**src/sv/hctm_ram.sv**
```systemverilog
`timescale 1ns / 1ps

module hctm_ram #(
  parameter int WIDTH = 8,
  parameter int DEPTH = 32
) (
  input  logic                     clk_i,
  input  logic                     we_i,
  input  logic [$clog2(DEPTH)-1:0] waddr_i,
  input  logic [WIDTH-1:0]         wdata_i,
  input  logic [$clog2(DEPTH)-1:0] raddr_i,
  output logic [WIDTH-1:0]         rdata_o
);

  logic [WIDTH-1:0] mem_q [DEPTH];
  logic [WIDTH-1:0] rdata_q;

  // One write port, one registered read port.
  always_ff @(posedge clk_i) begin
    if (we_i) begin
      mem_q[waddr_i] <= wdata_i;
    end
    rdata_q <= mem_q[raddr_i];
  end

  assign rdata_o = rdata_q;

endmodule

```
**config.mk**
```make
export PLATFORM = sky130hd
export DESIGN_NAME = hctm_ram
export DESIGN_NICKNAME = d
export VERILOG_FILES = /design/src/sv/hctm_ram.sv
export SDC_FILE = /design/constraint.sdc
export NUM_CORES = 1
export LEC_CHECK = 0
export ABC_AREA = 1
export BUFFER_PORTS_ARGS = -buffer_cell sky130_fd_sc_hd__buf_2
export CAP_MARGIN = 20
export CORE_ASPECT_RATIO = 1.5
export CORE_UTILIZATION = 40
export DETAILED_ROUTE_END_ITERATION = 12
export GPL_ROUTABILITY_DRIVEN = 0
export PLACE_DENSITY_LB_ADDON = 0.15
export RECOVER_POWER = 25
export REMOVE_ABC_BUFFERS = 1
export SYNTH_ARGS = -nofsm -noshare
export SYNTH_HDL_FRONTEND = slang
export SYNTH_SLANG_ARGS = --single-unit
```
**constraint.sdc**
```tcl
create_clock -name clk_i -period 1.06 [get_ports clk_i]
set_clock_uncertainty 0.05 [all_clocks]
set_input_delay 0.053 -clock clk_i [delete_from_list [all_inputs] [get_ports clk_i]]
set_output_delay 0.053 -clock clk_i [all_outputs]
set_load 0.05 [all_outputs]
```
# [After elaboration in Yosys (flattened, before gate mapping)]
# Memories as Yosys holds them, arrays and structs flattened. A register that Yosys moved wholly into a read port is not among the register bits.
# Index checks and enable logic that the tools add are counted.
[word_totals] input_bits=20 latch_bits=0 mem_bits_rw=256 regBits=0 elab_cells=3 romBits=0 memories=1 output_inout_bits=8
[memory_table] memory="mem_q" words=32 width=8 rd=1 rd_ports_with_merged_regs=1 wr=1 line_no="15" rtl="logic [WIDTH-1:0] mem_q [DEPTH];"
[op_classes] multipliers=0 add_sub_neg=0 shifts=0 n_bitwise=0 mux=2 n_lt_le_gt_ge=0 n_reduce_logical=0 n_eq_ne=0 div_mod_pow=0
[op_table] cell="1-bit two-way mux" n=2

# [Longest topological paths before layout]
# Gate-level depths: netlist of run 1.
[logic_depth] ltp_word=2 ltp_mapped=11 mapped_depth_nobuf=9

# [Worst setup path before layout of run 1]
# OpenSTA, ideal clock, no wires.
[synth_timing] path_kind="input to register" from="input waddr_i[0]" to="memory mem_q[0][0], enable pin" stages=3 path_slack_ns=-0.077 setup_time_ns=0.370 arrival_time_ns=0.717 required_ns=0.640 n_path_buf=0 path_cell_list="inv_1 nand3_1 nor2_1"
[synth_lines] item="from (decl)" line_no="9" rtl="input logic [$clog2(DEPTH)-1:0] waddr_i,"
[synth_lines] item="to (decl)" line_no="15"
# Straight into the memory's write port.

==> flow_summary.json, run 1 <==
{
  "antenna_left": 0,
  "top_layer": "met4",
  "detail_route.first_pass.iterations": 5,
  "postSynthAreaPerCell_um2": 11.7,
  "cp.arrival_ps": 1530,
  "post_dp_cell_area_um2": 11700,
  "slew_viol_final": 0,
  "io_pins": 28,
  "met2_length_um": 14200,
  "unrepaired_setup_endpoints_after_global_routing": "true",
  "tritoncts": "built",
  "fmax_mhz": 863,
  "share_seq_of_total_power": 0.522,
  "violations": "negative setup slack",
  "power_leakage_nw": 4.85,
  "die_height_um": 203,
  "outcome": "finished, violations left",
  "postRouteWirelength_um": 27800,
  "cts.path.max_buffers": 3,
  "core_um2": 26500,
  "synth_seq_cells": 264,
  "cts_buffers": 25,
  "worstSetupEndpointType": "register",
  "grt_pass1_vias": 6904,
  "power_report.internal_total_mw": 17.2,
  "drc": 0,
  "combPwrFrac": 0.083,
  "syn_area_um2": 10800,
  "worst-slew-pin-transition_ps": 862,
  "post-route-cell-area_um2": 12900,
  "path_cells": "nand2_1 -> nand3_2 -> nand3_2 -> nand2_1 -> nand2_1 -> nand2_2 -> nand2_2 -> nand2_1",
  "clock_power_share": 0.395,
  "synth.area.top_cells": "edfxtp_1 71%, nand2_1 13%, nand3_1 9.5%",
  "grt_start_max_net_pins": 45,
  "critical_path.startpoint_type": "register",
  "layout_min_cycle_time_ps": 1160,
  "worst_ir_drop_vdd_mv": 1.09,
  "drt_iter0_drc": 561,
  "worst_hold_margin_ps": 75.0,
  "timing.critical_path.slowest_cell_delay_ps": 350,
  "yosys_warnings": 0,
  "hpwl_um": 17400,
  "synth.yosys.seq_area_share": 0.728,
  "finalCritPeriodShare": 1.09,
  "critical_path_required_ps": 1430,
  "cp_top_family": "simple AND/OR/NAND/NOR gates",
  "grtUsageTotal": 0.210,
  "timing.setup.critical_path_class": "reg2reg",
  "grt_antenna_before_repair": 0,
  "clock_tree.root_cell": "clkbuf_16",
  "post_drt_wl_per_cell_um": 20.5,
  "worst_path_max_delay_cell": "edfxtp_1",
  "clkSinkCount": 264,
  "maxCapViolCount": 0,
  "layout-drive-gt1-share": 0.214,
  "routed-wl-met3_um": 1200,
  "utilization": 0.486,
  "synth_largest_type_area_fraction": 0.713,
  "worstPathMaxFanout": 1,
  "switching_share_of_power": 0.230,
  "grt_remaining_overflow": 0,
  "maximum_level_of_the_cts_h_tree": 1,
  "insertion_delay_ps": 540,
  "clkSlewWorstSetupHoldPaths_ps": 70,
  "postLayoutSetupSlackWorst_ps": -98.3,
  "sum_of_routed_wire_segments_on_met1_um": 12000,
  "syn_inst": 922,
  "num-nets-final": 1023,
  "die_w_um": 136,
  "detailroute.via_count": 6961,
  "synthDistinctLibCells": 12,
  "final_hold_viol_count": 0,
  "drt-vias-per-instance": 5.13,
  "cp_common_cell": "nand2_1",
  "area.growth.synth_to_final_pct": 19.3,
  "min-delay-path-class": "in2reg",
  "layout.cells.non_filler": 1358,
  "timing.critical_path.buf_inv": 0,
  "global_route_wire_length_before_repair_um": 42400,
  "dpl.cell_count": 1312,
  "initial_core_utilization": 0.407,
  "synth.largest_area_cell": "edfxtp_1",
  "power_mw": 22.4,
  "final-setup-viol-count": 16,
  "power-per-cell-area_nw_per_um2": 1740,
  "num_rows": 73,
  "numPortBuffers": 27,
  "post-cts-setup-buffer-count": 0,
  "antenna-diode-count": 0,
  "dieArea_um2": 27600,
  "dp_slack_ps": -407,
  "relSlewSlack": 0.425,
  "totalNegativeSetupSlack_ps": -1060,
  "total_switching_power_mw": 5.14
}
[final cells by class]
class | count | area [um2]
clock buffers | 26 | 629
multi-input cells | 596 | 2770
inverters | 10 | 40.0
repair buffers | 106 | 988
clock inverters | 19 | 163
well taps | 337 | 422
fillers | 2425 | 13600
flip-flops and latches | 264 | 7860
[cell usage after synthesis]
cell / instances
buf_1: 2
buf_2: 15
buf_4: 4
buf_6: 24
clkbuf_1: 7
dfxtp_1: 8
edfxtp_1: 256
inv_1: 8
inv_2: 2
nand2_1: 360
nand3_1: 204
nor2_1: 32
[worst paths after layout]
check        cells after the start         end         start  slack, ps
max                              8  rdata_o[4]  mem_q[25][4]       -100
min                              6  rdata_o[6]    raddr_i[3]         70
max reg2reg                      8  rdata_o[4]  mem_q[25][4]       -100
min reg2reg                      8  rdata_o[6]   mem_q[2][6]        710
[state kept, by name (all words and copies together), names as in the netlist]
| signal | count |
|---|---|
| mem_q | 256 |
| rdata_o | 8 |
[logic make-up after synthesis]
family / share of synthesized area
flip-flops: 0.728
buffers and inverters: 0.0414
AND/OR/NAND/NOR: 0.231
[worst register-to-register path, delay by kind of cell, from the launching register on]
family / cells / cell delay [ps]
AND/OR/NAND/NOR: 8 / 640
flip-flops: 1 / 350
[layer usage]
layer / vias up / GRT usage
met5: - / 0
met4: 0 / 0.0583
met3: 24 / 0.0242
met2: 153 / 0.360
met1: 3430 / 0.280
li1: 3354 / -
[what timing repair did]
| action | CTS | global route |
|---|---|---|
| hold buffers | 1 | 0 |
| endpoints found under the hold margin | 8 | 0 |
| gates resized for setup | 77 | 24 |
| cloned | 0 | 0 |
| pin swaps | 59 | 16 |
| setup endpoints to repair | 16 | 16 |
[power groups by stage]
stage	logic (mW)	registers, mW	clock network (mW)
2_1_floorplan	0.612	12.0	0
6_report	1.86	11.7	8.84
3_3_place_gp	1.69	11.9	0
5_1_grt	2.02	11.7	9.35
3_5_place_dp	1.70	11.9	0
4_1_cts	1.85	11.7	8.99
[cell usage in the layout (no fill, tap or decap), drive strengths merged]
master,count
inv,10
clkinv,15
dfxtp,8
nor2,32
edfxtp,256
clkinvlp,1
bufinv,3
dlygate4sd3,1
nand2,360
nand3,204
buf,100
clkbuf,31
Note: power is estimated with default switching activity, not from simulation.
==> inputs of run 2 (changes only) <==
--- a/config.mk
+++ b/config.mk
@@ -8,8 +8,10 @@
 export ABC_AREA = 1
 export BUFFER_PORTS_ARGS = -buffer_cell sky130_fd_sc_hd__buf_2
 export CAP_MARGIN = 20
+export CELL_PAD_IN_SITES_DETAIL_PLACEMENT = 1
+export CELL_PAD_IN_SITES_GLOBAL_PLACEMENT = 2
 export CORE_ASPECT_RATIO = 1.5
-export CORE_UTILIZATION = 40
+export CORE_UTILIZATION = 39
 export DETAILED_ROUTE_END_ITERATION = 12
 export GPL_ROUTABILITY_DRIVEN = 0
 export PLACE_DENSITY_LB_ADDON = 0.15
==> flow_summary.json, run 2 (synthesized netlist as in run 1, its figures left out) <==
{
  "power-per-cell-area_nw_per_um2": 1720,
  "clkSlewWorstSetupHoldPaths_ps": 60,
  "drt_iter0_drc": 362,
  "post-route-cell-area_um2": 13100,
  "grtUsageTotal": 0.219,
  "max_ffs_per_register": 256,
  "layout.cells.most_common_list": "331 x nand2_1, 256 x edfxtp_1, 150 x nand3_1, 57 x buf_4, 51 x nand3_2",
  "numPortBuffers": 27,
  "layout.cells.non_filler": 1361,
  "maxCapViolCount": 0,
  "cts_buffers": 26,
  "antenna_left": 0,
  "hpwl_um": 19600,
  "layout.filler_cells": 2909,
  "worst-r2r-setup-slack_ps": -140,
  "antenna-diode-count": 0,
  "final_common_cell": "nand2_1",
  "timing.critical_path.buf_inv": 0,
  "unrepaired_setup_endpoints_after_global_routing": "true",
  "critical_path.startpoint_type": "register",
  "drc": 0,
  "initial_core_utilization": 0.396,
  "timing.setup.critical_path_class": "reg2reg",
  "worst-slew-pin-transition_ps": 781,
  "worstPathMaxFanout": 1,
  "die_height_um": 206,
  "relSlewSlack": 0.479,
  "detailroute.via_count": 7027,
  "violations": "negative setup slack",
  "core_um2": 27200,
  "postLayoutSetupSlackWorst_ps": -145,
  "grt_antenna_before_repair": 0,
  "grt_pass1_vias": 7648,
  "num-nets-final": 1022,
  "detail_route.first_pass.iterations": 4,
  "clock_tree.root_cell": "clkbuf_16",
  "grt_util_met3": 0.0197,
  "clkSinkCount": 264,
  "final_hold_viol_count": 0,
  "path_cells": "nand2_1 -> nand3_2 -> nand3_2 -> nand2_2 -> nand2_1 -> nand2_1 -> nand2_2 -> nand2_2",
  "die_w_um": 138,
  "tritoncts": "built",
  "area_occupied_by_multi_input_gates_um2": 2870,
  "layout.area.seq_um2": 7860,
  "power_leakage_nw": 4.90,
  "grt.met1_usage": 0.260,
  "critical_path_required_ps": 1440,
  "min-delay-path-class": "in2reg",
  "timing.critical_path.slowest_cell_delay_ps": 390,
  "slew_viol_final": 0,
  "worst_path_max_delay_cell": "edfxtp_1",
  "final-setup-viol-count": 16,
  "fmax_mhz": 830,
  "grt_start_max_net_pins": 49,
  "layout-drive-gt1-share": 0.227,
  "postRouteWirelength_um": 29400,
  "cp_top_family": "simple AND/OR/NAND/NOR gates",
  "global_route_wire_length_before_repair_um": 45200,
  "outcome": "finished, violations left",
  "grt_remaining_overflow": 0,
  "post_drt_wl_per_cell_um": 21.6,
  "maximum_level_of_the_cts_h_tree": 1,
  "grt.met2_usage": 0.410,
  "insertion_delay_ps": 540,
  "worst_hold_margin_ps": 45.0,
  "post_dp_cell_area_um2": 11800,
  "io_pins": 28,
  "worstSetupEndpointType": "register",
  "register_name_with_the_most_flops": "mem_q",
  "dieArea_um2": 28300,
  "dpl.cell_count": 1315,
  "area.growth.synth_to_final_pct": 21.0,
  "busiest_layer": "met2",
  "worst_ir_drop_vdd_mv": 1.36,
  "finalCritPeriodShare": 1.14,
  "layout_min_cycle_time_ps": 1200,
  "cp.arrival_ps": 1580,
  "cts.path.max_buffers": 3,
  "num_rows": 74,
  "drt-vias-per-instance": 5.16
}
==> run 2: cell types whose count changed in the layout (fill, tap and decap cells not counted), sizes merged <==
| cell | before | now |
|---|---|---|
| clkinv | 15 | 11 |
| clkinvlp | 1 | 2 |
| clkbuf | 31 | 35 |
| inv | 10 | 9 |
| bufinv | 3 | 2 |
| buf | 100 | 99 |
==> run 2: where the power goes <==
group,internal (mW),switching (mW),total [mW]
Clock,5.10,3.80,8.89
Sequential,11.6,0.0688,11.7
Combinational,0.648,1.28,1.93
Total,17.4,5.14,22.5
==> run 2: metal layers <==
layer,share of wire,vias up
met3,0.026,53
met2,0.54,108
met4,0.035,0
met1,0.40,3513
met5,0,-
li1,-,3353
==> run 2: final timing paths <==
check / startpoint / end / cells past startpoint
setup / recovery: mem_q[19][0] / rdata_o[0] / 8
hold / removal: raddr_i[3] / rdata_o[4] / 6
setup reg to reg: mem_q[19][0] / rdata_o[0] / 8
hold reg to reg: mem_q[10][4] / rdata_o[4] / 8
==> run 2: stage by stage <==
stage | worst slack, ps | power (mW) | TNS (ps) | utilization
after floorplan | -596 | 12.6 | -19800 | -
after global placement | -446 | 13.6 | -27270 | 0.432
after detailed placement | -437 | 13.6 | -31840 | 0.432
final | -145 | 22.5 | -1370 | 0.479
after CTS | -136 | 22.7 | -1740 | 0.470
after global routing | -195 | 23.2 | -2220 | 0.479
==> run 2: worst register-to-register path: stages, from the launching register on <==
cell,delay [ps]
edfxtp_1,390
nand2_1,100
nand3_2,80
nand3_2,100
nand2_2,80
nand2_1,80
nand2_1,90
nand2_2,70
nand2_2,60
==> run 2: cell type report <==
cell class / instances / area share
flip-flops and latches: 264 / 0.602
multi-input cells: 596 / 0.220
repair buffers: 104 / 0.0801
clock buffers: 31 / 0.0529
well taps: 342 / 0.0328
clock inverters: 14 / 0.00911
inverters: 10 / 0.00297
==> run 2: what timing repair did <==
item / in CTS / in global routing
pin swaps: 21 / 35
cloned: 0 / 0
hold buffers: 1 / 0
endpoints found under the hold margin: 8 / 0
resized for setup: 62 / 58
buffers inserted: 0 / 0
setup endpoints to repair: 16 / 16
==> inputs of run 3 (changes only) <==
--- a/config.mk
+++ b/config.mk
@@ -5,13 +5,12 @@
 export SDC_FILE = /design/constraint.sdc
 export NUM_CORES = 1
 export LEC_CHECK = 0
-export ABC_AREA = 1
 export BUFFER_PORTS_ARGS = -buffer_cell sky130_fd_sc_hd__buf_2
 export CAP_MARGIN = 20
 export CELL_PAD_IN_SITES_DETAIL_PLACEMENT = 1
 export CELL_PAD_IN_SITES_GLOBAL_PLACEMENT = 2
 export CORE_ASPECT_RATIO = 1.5
-export CORE_UTILIZATION = 39
+export CORE_UTILIZATION = 40
 export DETAILED_ROUTE_END_ITERATION = 12
 export GPL_ROUTABILITY_DRIVEN = 0
 export PLACE_DENSITY_LB_ADDON = 0.15
==> flow_summary.json, run 3 <==
{
  "layout.cells.most_common_list": "256 x edfxtp_1, 80 x mux4_2, 46 x buf_4, 33 x nor2_1, 25 x clkbuf_16",
  "asyncSetResetFlopFracSynth": 0,
  "synthDistinctLibCells": 15,
  "initial_core_utilization": 0.410,
  "num_rows": 70,
  "detail_route.first_pass.iterations": 4,
  "num-nets-final": 526,
  "numPortBuffers": 27,
  "antenna_left": 0,
  "core_um2": 24500,
  "grtUsageTotal": 0.189,
  "synth.yosys.seq_area_share": 0.781,
  "clkSinkCount": 264,
  "worst-r2r-setup-slack_ps": -810,
  "origin_of_the_worst_setup_path": "mem_q[5][2]",
  "global_route_wire_length_before_repair_um": 34600,
  "maximum_level_of_the_cts_h_tree": 1,
  "post-route-cell-area_um2": 11900,
  "drt_iter0_drc": 359,
  "hpwl_um": 15800,
  "outcome": "finished, violations left",
  "clock_tree.root_cell": "clkbuf_16",
  "crit_path_end": "rdata_o[2]",
  "crit_cells": 3,
  "antenna-diode-count": 0,
  "post_drt_wl_per_cell_um": 27.5,
  "final-setup-viol-count": 16,
  "synth_largest_type_area_fraction": 0.765,
  "register_name_with_the_most_flops": "mem_q",
  "detailroute.via_count": 4570,
  "grt_antenna_before_repair": 0,
  "finalCritPeriodShare": 1.77,
  "synth.largest_area_cell": "edfxtp_1",
  "cts.path.max_buffers": 3,
  "grt_start_max_net_pins": 33,
  "min-delay-path-class": "in2reg",
  "dpl.cell_count": 802,
  "worstPathMaxFanout": 1,
  "syn_inst": 417,
  "dieArea_um2": 25800,
  "postLayoutSetupSlackWorst_ps": -813,
  "cp_top_family": "multiplexers",
  "max_ffs_per_register": 256,
  "insertion_delay_ps": 530,
  "die_height_um": 196,
  "syn_area_um2": 10100,
  "power-per-cell-area_nw_per_um2": 1810,
  "yosys-top-cells-count": "256 x edfxtp_1, 80 x mux4_2, 33 x nor2_1, 8 x dfxtp_1, 8 x mux2_2",
  "post_dp_cell_area_um2": 11000,
  "area.growth.synth_to_final_pct": 18.2,
  "critical_path_required_ps": 1420,
  "timing.setup.critical_path_class": "reg2reg",
  "grt_pass1_vias": 5007,
  "worst-slew-pin-transition_ps": 710,
  "utilization": 0.485,
  "clkSlewWorstSetupHoldPaths_ps": 70,
  "relSlewSlack": 0.527,
  "grt_remaining_overflow": 0,
  "synth_enable_flop_cells": 256,
  "power_mw": 21.5,
  "unrepaired_setup_endpoints_after_global_routing": "true",
  "cp.arrival_ps": 2230,
  "path_cells": "mux4_2 -> mux4_2 -> mux2_4",
  "worst_ir_drop_vdd_mv": 1.02,
  "timing.critical_path.slowest_cell_delay_ps": 530,
  "worstSetupEndpointType": "register",
  "synth.area.top_cells": "edfxtp_1 76%, mux4_2 18%, dfxtp_1 1.6%",
  "critical_path.startpoint_type": "register",
  "post-cts-setup-buffer-count": 0,
  "power_leakage_nw": 3.82,
  "yosys_warnings": 0,
  "ys.flop_type": "edfxtp_1",
  "worst_hold_margin_ps": 68.5,
  "worst_path_max_delay_cell": "mux4_2",
  "final_hold_viol_count": 0,
  "layout_min_cycle_time_ps": 1870,
  "maxCapViolCount": 0,
  "drt-vias-per-instance": 5.39,
  "cp_common_cell": "mux4_2",
  "tritoncts": "built",
  "cts_buffers": 25,
  "violations": "negative setup slack",
  "layout.cells.non_filler": 848,
  "die_w_um": 131,
  "timing.critical_path.buf_inv": 0,
  "fmax_mhz": 534,
  "final_common_cell": "edfxtp_1",
  "postSynthAreaPerCell_um2": 24.1,
  "synth_seq_cells": 264,
  "io_pins": 28,
  "layout-drive-gt1-share": 0.410,
  "yosysMostFrequentCell": "edfxtp_1",
  "drc": 0,
  "r2r-end": "rdata_o[2]",
  "rr_startpoint": "mem_q[5][2]",
  "worst_r2r_path_depth": 3,
  "postRouteWirelength_um": 23400,
  "slew_viol_final": 0
}
-- run 3: cell count changes in the layout (fill, tap and decap cells not counted), sizes merged, moves of 3 or more --
| cell | change |
|---|---|
| nand2 | -359 |
| inv | -8 |
| nand3b | +5 |
| mux2 | +8 |
| mux4 | +80 |
| buf | -24 |
| nand3 | -202 |
| or3b | +3 |
-- run 3: cell families (layout without fill, tap and decap cells) --
logic type | count (synthesis) | in the layout | synth area share
buf+inv | 20 | 127 | 0.0106
flops | 264 | 264 | 0.781
mux | 88 | 88 | 0.188
simple gates | 45 | 45 | 0.0207
-- run 3: layer usage --
layer	wire, um	global-route usage
met1	8600	0.215
met2	13500	0.369
met4	505	0.0568
met5	0	0
met3	764	0.0209
-- run 3: through the flow --
stage,setup slack (ps),TNS [ps]
after global routing,-862,-7390
after CTS,-825,-7160
after floorplan,-603,-56560
final,-813,-6900
after detailed placement,-999,-90520
after global placement,-1010,-85770
-- run 3: area by class of cell --
cell class	instances	area [um2]
tap	324	405
sequential	264	7860
fill	2198	12600
timing repair buffer	82	742
multi-input combinational	133	2130
clock buffer	30	644
clock inverter	15	111
-- run 3: power breakdown --
| group | leakage (nW) | switching, mW | internal [mW] |
|---|---|---|---|
| clock network | 0.367 | 3.74 | 4.60 |
| registers | 2.37 | 0.0725 | 11.6 |
| logic | 1.08 | 0.806 | 0.664 |
-- run 3: worst min path at each step --
stage                          start            to  slack, ps  cells past startpoint
final                     wdata_i[6]   mem_q[9][6]         70                      1
after global routing      wdata_i[6]   mem_q[9][6]         70                      1
after CTS                 wdata_i[3]  mem_q[21][3]         30                      1
after detailed placement  raddr_i[3]    rdata_o[7]        460                      2
after global placement    raddr_i[3]    rdata_o[7]        470                      2
after floorplan           wdata_i[0]   mem_q[0][0]        100                      0
-- run 3: what timing repair did --
item | 4_1_cts | 5_1_grt
hold buffers | 1 | 0
hold endpoints to repair | 8 | 0
setup endpoints to repair | 16 | 16
resized for setup | 32 | 6
cloned | 0 | 0
pin swaps | 0 | 0
